--- src/rtl/rri_pkg.sv ---
// widths, register indexes and item types for the ray / parallelogram test
// no dependencies
`default_nettype none

package rri_pkg;

    localparam int CoordW   = 16;
    localparam int FracBits = 10;
    localparam int VecW     = 3 * CoordW;
    localparam int ThrW     = 16;
    localparam int DiffW    = CoordW + 1;
    localparam int PdW      = CoordW + DiffW;
    localparam int DotW     = PdW + 2;
    localparam int MagW     = DotW - 1;
    localparam int QuotBits = CoordW + 2;
    localparam int ProdW    = MagW + DiffW;
    localparam int RemW     = MagW + QuotBits + 1;
    localparam int CrossW   = 2 * CoordW + 1;
    localparam int DetPW    = CoordW + CrossW;
    localparam int EdgePW   = DiffW + CrossW;
    localparam int WideW    = EdgePW + 2;
    localparam int HitW     = CoordW + 3;

    localparam int QDepth   = 4;
    localparam int QAddrW   = 2;

    localparam int CfgIdxW  = 3;
    localparam int CfgW     = VecW;

    localparam logic [CfgIdxW-1:0] CfgCorner = 3'd0;
    localparam logic [CfgIdxW-1:0] CfgEdgeU  = 3'd1;
    localparam logic [CfgIdxW-1:0] CfgEdgeV  = 3'd2;
    localparam logic [CfgIdxW-1:0] CfgNormal = 3'd3;
    localparam logic [CfgIdxW-1:0] CfgThresh = 3'd4;

    // one classified ray handed from the front to the back
    typedef struct packed {
        logic [2:0][CoordW-1:0] s;
        logic [2:0][DiffW-1:0]  d;
        logic [MagW-1:0]        anum;
        logic [MagW-1:0]        aden;
        logic                   rej;
    } t_ray_item;

    typedef struct packed {
        logic      valid;
        t_ray_item item;
    } t_push;

endpackage

`default_nettype wire

--- src/rtl/rri_queue.sv ---
// short item queue between front and back
// depends on rri_pkg
`default_nettype none

module rri_queue (
    input  wire logic            i_clk,
    input  wire logic            i_rst_n,
    input  wire rri_pkg::t_push  i_push,
    output logic                 o_full,
    input  wire logic            i_pop,
    output rri_pkg::t_push       o_head
);

    rri_pkg::t_ray_item          r_mem [rri_pkg::QDepth];
    logic [rri_pkg::QAddrW-1:0]  r_wp;
    logic [rri_pkg::QAddrW-1:0]  r_rp;
    logic [rri_pkg::QAddrW:0]    r_cnt;
    logic                        do_push;
    logic                        do_pop;

    assign o_full  = (r_cnt == rri_pkg::QDepth);
    assign o_head  = '{valid: (r_cnt != '0), item: r_mem[r_rp]};
    assign do_push = i_push.valid && !o_full;
    assign do_pop  = i_pop && (r_cnt != '0);

    always_ff @(posedge i_clk) begin
        if (!i_rst_n) begin
            r_wp  <= '0;
            r_rp  <= '0;
            r_cnt <= '0;
        end else begin
            if (do_push) r_wp <= r_wp + 1'b1;
            if (do_pop)  r_rp <= r_rp + 1'b1;
            case ({do_push, do_pop})
                2'b10:   r_cnt <= r_cnt + 1'b1;
                2'b01:   r_cnt <= r_cnt - 1'b1;
                default: r_cnt <= r_cnt;
            endcase
        end
    end

    always_ff @(posedge i_clk) begin
        if (do_push) r_mem[r_wp] <= i_push.item;
    end

endmodule

`default_nettype wire

--- config.mk ---
export PLATFORM = sky130hd
export DESIGN_NAME = rri_queue
export DESIGN_NICKNAME = d
export VERILOG_FILES = /design/src/rtl/rri_pkg.sv /design/src/rtl/rri_queue.sv
export SDC_FILE = /design/constraint.sdc
export NUM_CORES = 1
export LEC_CHECK = 0
export BUFFER_PORTS_ARGS = -buffer_cell sky130_fd_sc_hd__buf_2
export CAP_MARGIN = 10
export CORE_MARGIN = 2
export CORE_UTILIZATION = 55
export CTS_CLUSTER_SIZE = 28
export DETAILED_ROUTE_END_ITERATION = 10
export PLACE_DENSITY = 0.86
export SYNTH_ARGS = -nofsm -noshare
export SYNTH_HDL_FRONTEND = slang
export SYNTH_SLANG_ARGS = --single-unit
--- constraint.sdc ---
create_clock -name i_clk -period 13.6 [get_ports i_clk]
set_clock_uncertainty 0.2 [all_clocks]
set_input_delay 2.72 -clock i_clk [delete_from_list [all_inputs] [get_ports i_clk]]
set_output_delay 2.72 -clock i_clk [all_outputs]
set_load 0.02 [all_outputs]
; ---- Word level (Yosys, flattened, before mapping)
; Memories as Yosys holds them, arrays and structs flattened. A register that Yosys moved wholly into a read port is not among the register bits.
; Index checks and enable logic that the tools add are counted.
[word_totals]
elab_cells = 21
regBits = 7
mem_bits_rw = 672
output_inout_bits = 170
mem_count = 1
inputBits = 172
[mem_list]
columns = memory, words, word_bits, read_ports, rd_clocked_by_memory_dff, wr, line_no
row1 = r_mem, 4, 168, 1, 1, 1, rri_queue.sv:14  ; rri_pkg::t_ray_item r_mem [rri_pkg::QDepth];
[classes]
add_sub_neg = 4
n_mux = 5
reduce_logical = 5
eq_ne = 3
[op_table]
columns = operator, count
row1 = $pmux 3 s2, 1
row2 = $add 2x1->2 const B, 2
row3 = $mux 2, 2
row4 = $add 3x1->3 const B, 1
row5 = $eq 3x3->1 const B, 1
row6 = $reduce_bool 3->1, 1
row7 = $sub 3x1->3 const B, 1
row8 = $eq 2x1->1 const B, 1
row9 = $eq 2x2->1 const B, 1
row10 = $logic_and 1x1->1, 2
row11 = $mux 1, 2
row12 = $reduce_bool 2->1, 1
row13 = $logic_not 1->1, 1

; ---- Depth between registers and ports, before layout
; Gate-level depths: netlist (run 1).
[depth]
word_depth = 5
ltp_mapped = 10
ltp_nobuf = 9

; ---- Least setup slack after synthesis (run 1)
; OpenSTA, ideal clock, no wires.
[synth_timing]
kind = input port to flip-flop
startpoint = input i_push[168] (netlist name)
endpoint = memory r_mem[0][0] (netlist name), enable pin
setup_slack_ps = 5913
path_stages = 3
t_arrival_ps = 6938
required_ps = 12852
setup_time_ps = 548
n_path_buf = 1
cell_sequence = nor2b_1 clkbuf_1 and2_1
[synth_via]
elab_chain_len = 3
[synth_lines]
columns = element, line_no
row1 = "start, declared", rri_queue.sv:8  ; input wire rri_pkg::t_push i_push,
row2 = $logic_and 1x1->1, rri_queue.sv:23  ; assign do_push = i_push.valid && !o_full;
row3 = $mux 1, rri_queue.sv:43  ; if (do_push) r_mem[r_wp] <= i_push.item;
row4 = $mux 1 (implied by the code), rri_queue.sv:43
row5 = "end, declared", rri_queue.sv:14
; No other way between the ends.

==> results of run 1 <==
-- placed cells by master (no fill, tap or decap), types with 2 or more instances in the layout --
master / Yosys / final
dfxtp_1: 9 / 7
xnor2_1: 3 / 3
buf_2: 18 / 341
ha_1: 5 / 5
diode_2: 0 / 8
inv_6: 0 / 5
nor2b_1: 3 / 3
clkbuf_16: 0 / 69
mux2i_1: 2 / 2
mux4_2: 168 / 168
or3_1: 2 / 2
clkinv_1: 0 / 12
clkbuf_1: 7 / 17
dfxtp_4: 0 / 2
o21ai_0: 2 / 2
edfxtp_1: 672 / 672
clkinv_2: 0 / 8
and2_4: 0 / 4
and2_1: 7 / 3
buf_4: 0 / 11
nand2_1: 5 / 5
bufinv_16: 0 / 3
inv_1: 6 / 6
-- tightest hold or removal path, stage by stage (launching register included) --
cell and delay [ns]:
dfxtp_1 0.35, nand2_1 0.07, mux2i_1 0.05
-- through the flow --
stage / area [um2] / utilization, % / cells / power (uW) / worst slack, ns
after floorplan: 24730 / - / 930 / 3662 / 5.913
after global placement: 27010 / 60.94 / 1835 / 4030 / 8.064
after detailed placement: 27010 / 60.94 / 1835 / 4063 / 7.996
after CTS: 29050 / 65.54 / 1952 / 5798 / 7.669
after global routing: 29060 / 65.57 / 1957 / 5948 / 7.533
final: 29070 / 65.59 / 1960 / 5728 / 7.804
-- flip-flops by register name, indices dropped and copies added, names as in the netlist, named ones only --
register / flops
r_mem: 672
r_cnt: 3
r_rp: 2
r_wp: 2
-- area by class of cell --
cell class / instances / area share [%]
clock inverter: 30 / 0.8093
antenna: 8 / 0.06887
inverter: 6 / 0.07748
multi-input combinational: 203 / 13.99
tap: 592 / 2.548
sequential: 681 / 70.07
timing repair buffer: 353 / 6.224
clock buffer: 87 / 6.207
-- routing by layer --
layer | track usage (%) | wire, um
met3 | 5.976 | 3819
met2 | 33.98 | 24580
met4 | 7.968 | 1454
met5 | 0 | 108
met1 | 27.51 | 18470
-- worst paths after layout --
| check | startpoint | endpoint | slack [ns] | depth (start not counted) |
|---|---|---|---|---|
| setup / recovery | flip-flop | o_head[130] | 7.80 | 3 |
| hold / removal | r_wp[0]$_SDFFE_PN0P_ | r_wp[0]$_SDFFE_PN0P_ | 0.31 | 2 |
| setup reg to reg | r_cnt[0]$_SDFFE_PN0P_ | r_mem[3][69]$_DFFE_PP_ | 10.27 | 4 |
| hold reg to reg | r_wp[0]$_SDFFE_PN0P_ | r_wp[0]$_SDFFE_PN0P_ | 0.31 | 2 |
-- power breakdown --
group	total (uW)	switching, uW	leakage [uW]	internal (uW)
logic	1390	822	0.00241	572
clock network	1730	732	0.000997	995
registers	2610	73.3	0.00624	2530
total	5730	1630	0.00965	4100
-- logic make-up (layout without fill, tap and decap cells) --
group,count (synthesis),after routing
compound gates,5,5
xor+xnor,4,4
fa+ha+maj,6,6
buf+inv,46,476
flops,681,681
mux,170,170
other cells,0,8
simple gates,18,18
==> flow_summary_export.csv, run 1 <==
group,metric,value,unit
layout,finish.net_count,1490,
layout,fillers,2824,
synthesis,synth_adder_area_share,0.3340,%
routing,wl_per_cell,24.71,um
synthesis,synth_top_family_by_area,"multiplexers",
synthesis,synth_enable_flop_cells,672,
synthesis,yosys_register_bits,681,
synthesis,synth.distinct_cells,21,
die,design.portCount,342,
synthesis,asyncSetResetFlopFracSynth,0,%
grt,grt_antenna_before_repair,16,
synthesis,netlist_area_pre_place,24720,um2
timing,min_period,5.796,ns
synthesis,synth_fp_nets,1108,
routing,antenna_violating_nets_post_route,0,
grt,groute.usage.overall,21.00,%
synthesis,post_synth_xor_area_fraction,0.1417,%
layout,flow.area_growth_from_synthesis,17.56,%
critical_path,critical_path_required_time,10.68,ns
layout,final_layout_size_suffix_gt1_share,45.22,%
die,die-area,46670,um2
clock_network,cts_buffer_depth,3,
synthesis,synthTopCellsByArea,"edfxtp_1 82%, mux4_2 15%, dfxtp_1 0.73%",
synthesis,most_numerous_cell_types_in_the_synthesized_netlist,"672 x edfxtp_1, 168 x mux4_2, 18 x buf_2, 15 x buf_6, 9 x dfxtp_1",
synthesis,yosys_warnings,0,
run,max_cap_violations,0,
min_path,worst_hold_check_path_type,"flip-flop to flip-flop",
timing,slew_headroom,30.24,%
timing,timing_max_transition_violations_final,0,
clock_network,cts_tree,"done",
critical_path,critical_path.max_fanout,49,
die,num_rows,77,
critical_path,critical_path.max_stage_delay,0.81,ns
grt,first_global_vias,11910,
clock_network,worst_setup_hold_path_clk_slew,0.06,ns
grt,grt_max_degree,102,
synthesis,area_fraction_in_compound_gates_after_synthesis,0.1417,%
routing,firstDrtPassIters,5,
timing,fmax,172.5,MHz
pwr,p_leak,0.009654,uW
layout,multi_input_area,4068,um2
synthesis,post_synth_inst_count,930,
timing,final_tns_setup,0,ns
critical_path,crit_path_top_delay_cell,"buf_4",
clock_network,holdBufCountCts,0,
pwr,ir_drop,0.0001636,V
die,die-width,216.0,um
critical_path,setup.worst_path.class,"flip-flop to primary output",
placement,portBuffers,341,
routing,drcViolationCount,0,
timing,timing_worst_slew_pin_value,1.046,ns
critical_path,worstPathArrival,2.88,ns
routing,drt-vias-per-instance,5.769,
synthesis,avgSynthCellArea,26.59,um2
timing,grt_setup_unrepaired,"no",
die,floorplan.initialDensity,55.79,%
routing,route.vias.total,11310,
synthesis,yosys_most_used_dff,"edfxtp_1",
clock_network,post-cts-setup-buffers,0,
critical_path,endpoint_kind,"primary output",
placement,routabilityCongestion,0.7423,
die,std_cell_core_area,44320,um2
synthesis,yosys.cell_count.top_type,"edfxtp_1",
timing,final.period_utilization,42.62,%
timing,total_of_endpoints_with_negative_setup_slack_in_the_final_report,0,
clock_network,htreeDepth,3,
clock_network,root_buffer,"clkbuf_16",
critical_path,path_delay_family,"buffers and inverters",
status,run_status,"complete, no violations",
synthesis,post_synth_and_or_nand_nor_area_fraction,0.4099,%
synthesis,post-synth-top-area-cell,"edfxtp_1",
grt,grt-ovfl-total,0,
critical_path,critical_path.startpoint_type,"flip-flop",
pwr,power_density,197.1,nW/um2
clock_network,total_clock_sinks,681,
critical_path,timing.critical_path.buf_inv,2,
critical_path,worstPathCellList,"buf_4 -> mux4_2 -> buf_2",
clock_network,number_of_buffers_created_by_cts,67,
die,floorplan.die.height,216.0,um
synthesis,yosys-mux-area-fraction,15.38,%
layout,register_area,20370,um2
grt,global_route_wire_length_before_repair,72850,um
clock_network,number_of_gates_given_a_new_drive_strength_after_cts,0,
timing,hold-worst-slack,0.3141,ns
routing,finalWirelength,48430,um
routing,initial_drc_count,904,
timing,hold_viol_final,0,
clock_network,clock_latency,0.56,ns
synthesis,yosys.area.top_type_share,81.62,%
placement,hpwl_after_detailed_placement,28700,um
synthesis,yosysSeqAreaShare,82.34,%
(Power assumes the default switching activity.)
==> inputs of run 2 (changes only) <==
==> constraint.sdc (replaced) <==
create_clock -name i_clk -period 5.8 [get_ports i_clk]
set_clock_uncertainty 0.2 [all_clocks]
set_input_delay 1.16 -clock i_clk [delete_from_list [all_inputs] [get_ports i_clk]]
set_output_delay 1.16 -clock i_clk [all_outputs]
set_load 0.02 [all_outputs]
==> flow_summary_export.csv, run 2 (synthesized netlist as in run 1, its figures left out) <==
group,metric,value,unit
grt,grt-ovfl-total,0,
min_path,worst_hold_check_path_type,"flip-flop to flip-flop",
clock_network,number_of_buffers_created_by_cts,67,
layout,design_area,29250,um2
timing,timing_worst_slew_pin_value,0.9749,ns
clock_network,cts_buffer_depth,3,
pwr,ir_drop,0.0003589,V
routing,drt-vias-per-instance,5.707,
pwr,p_leak,0.009725,uW
routing,route.vias.total,11200,
status,run_status,"complete, no violations",
layout,most_common_cell_after_layout_fill_and_taps_aside,"edfxtp_1",
timing,min_period,4.102,ns
placement,routabilityCongestion,0.7333,
layout,flow.area_growth_from_synthesis,18.28,%
layout,largest_register,"r_mem",
layout,most-common-layout-cells,"672 x edfxtp_1, 341 x buf_2, 168 x mux4_2",
placement,portBuffers,341,
clock_network,post-cts-setup-buffers,0,
timing,hold-worst-slack,0.3198,ns
die,die-width,216.0,um
critical_path,worstPathArrival,2.74,ns
critical_path,critical_path_required_time,4.44,ns
timing,hold_viol_final,0,
clock_network,cts_tree,"done",
layout,finish.net_count,1495,
pwr,power_density,463.3,nW/um2
grt,groute.usage.overall,21.73,%
die,floorplan.initialDensity,55.79,%
clock_network,root_buffer,"clkbuf_16",
critical_path,setup.worst_path.class,"flip-flop to primary output",
placement,hpwl_after_detailed_placement,29150,um
clock_network,total_clock_sinks,681,
grt,use_met1,27.26,%
die,std_cell_core_area,44320,um2
routing,finalWirelength,50070,um
die,die-area,46670,um2
grt,global_route_wire_length_before_repair,74460,um
clock_network,number_of_gates_given_a_new_drive_strength_after_cts,0,
grt,busiest_layer,"met2",
routing,drcViolationCount,0,
die,floorplan.die.height,216.0,um
routing,initial_drc_count,962,
clock_network,worst_setup_hold_path_clk_slew,0.06,ns
timing,final.period_utilization,70.73,%
timing,final_tns_setup,0,ns
timing,timing_max_transition_violations_final,0,
grt,grt.met2_usage,36.68,%
critical_path,worstPathCellList,"buf_12 -> mux4_2 -> buf_2",
critical_path,critical_path.startpoint_type,"flip-flop",
layout,fillers,2795,
clock_network,clock_latency,0.57,ns
grt,first_global_vias,12160,
critical_path,critical_path.max_fanout,49,
layout,layout_top_registers,"r_mem: 672 flops, r_cnt: 3 flops",
critical_path,crit_path_top_delay_cell,"dfxtp_4",
grt,grt_antenna_before_repair,15,
die,design.portCount,342,
timing,fmax,243.8,MHz
grt,grt_max_degree,107,
pwr,p_total,13550,uW
layout,final_layout_size_suffix_gt1_share,45.35,%
timing,slew_headroom,35.01,%
routing,wl_per_cell,25.51,um
timing,total_of_endpoints_with_negative_setup_slack_in_the_final_report,0,
placement,post-place-ws,2.168,ns
layout,largest_register_ff_count,672,
placement,dpl_cell_area,27160,um2
die,num_rows,77,
critical_path,endpoint_kind,"primary output",
run,max_cap_violations,0,
clock_network,htreeDepth,3,
routing,firstDrtPassIters,5,
timing,layout_setup_ws,1.698,ns
grt,grt_use_met3,6.878,%
timing,grt_setup_unrepaired,"no",
critical_path,critical_path.max_stage_delay,0.89,ns
routing,antenna_violating_nets_post_route,0,
clock_network,holdBufCountCts,0,
run 2: where the power goes:
group	total, uW	internal, uW	switching [uW]
Sequential	6150	5940	214
Combinational	3310	1390	1920
Clock	4090	2410	1680
run 2: layout make-up:
type	count	area, um2	share of cell area (%)
Multi-Input combinational cell	203	4068	13.91
Sequential cell	681	20370	69.64
Tap cell	592	740.7	2.533
Inverter	6	22.52	0.07701
Timing Repair Buffer	358	1959	6.700
Antenna cell	6	15.01	0.05134
Clock buffer	85	1797	6.144
Clock inverter	32	276.5	0.9455
run 2: critical path, delay by kind of cell, from the launching register on:
kind                   cells  cell delay (ns)
multiplexers               1             0.59
flip-flops                 1             0.89
buffers and inverters      2             0.61
run 2: path summary, 6_finish.rpt:
check | start | endpoint | slack [ns] | cells past startpoint
worst max-delay path | flip-flop | o_head[131] | 1.70 | 3
worst min-delay path | r_wp[0]$_SDFFE_PN0P_ | r_wp[0]$_SDFFE_PN0P_ | 0.32 | 2
worst max register to register | r_cnt[1]$_SDFFE_PN0P_ | r_mem[0][33]$_DFFE_PP_ | 2.91 | 4
worst min register to register | r_wp[0]$_SDFFE_PN0P_ | r_wp[0]$_SDFFE_PN0P_ | 0.32 | 2
run 2: metal layers:
layer | wire length, um | vias to the layer above
li1 | - | 4809
met1 | 18480 | 5835
met2 | 26150 | 455
met3 | 4116 | 89
met4 | 1228 | 14
met5 | 96 | -
run 2: metrics by stage:
step,utilization [%],std cells
floorplan,-,930
global placement,61.28,1840
detailed placement,61.28,1840
CTS,65.96,1957
global route,65.97,1960
finish,65.99,1963
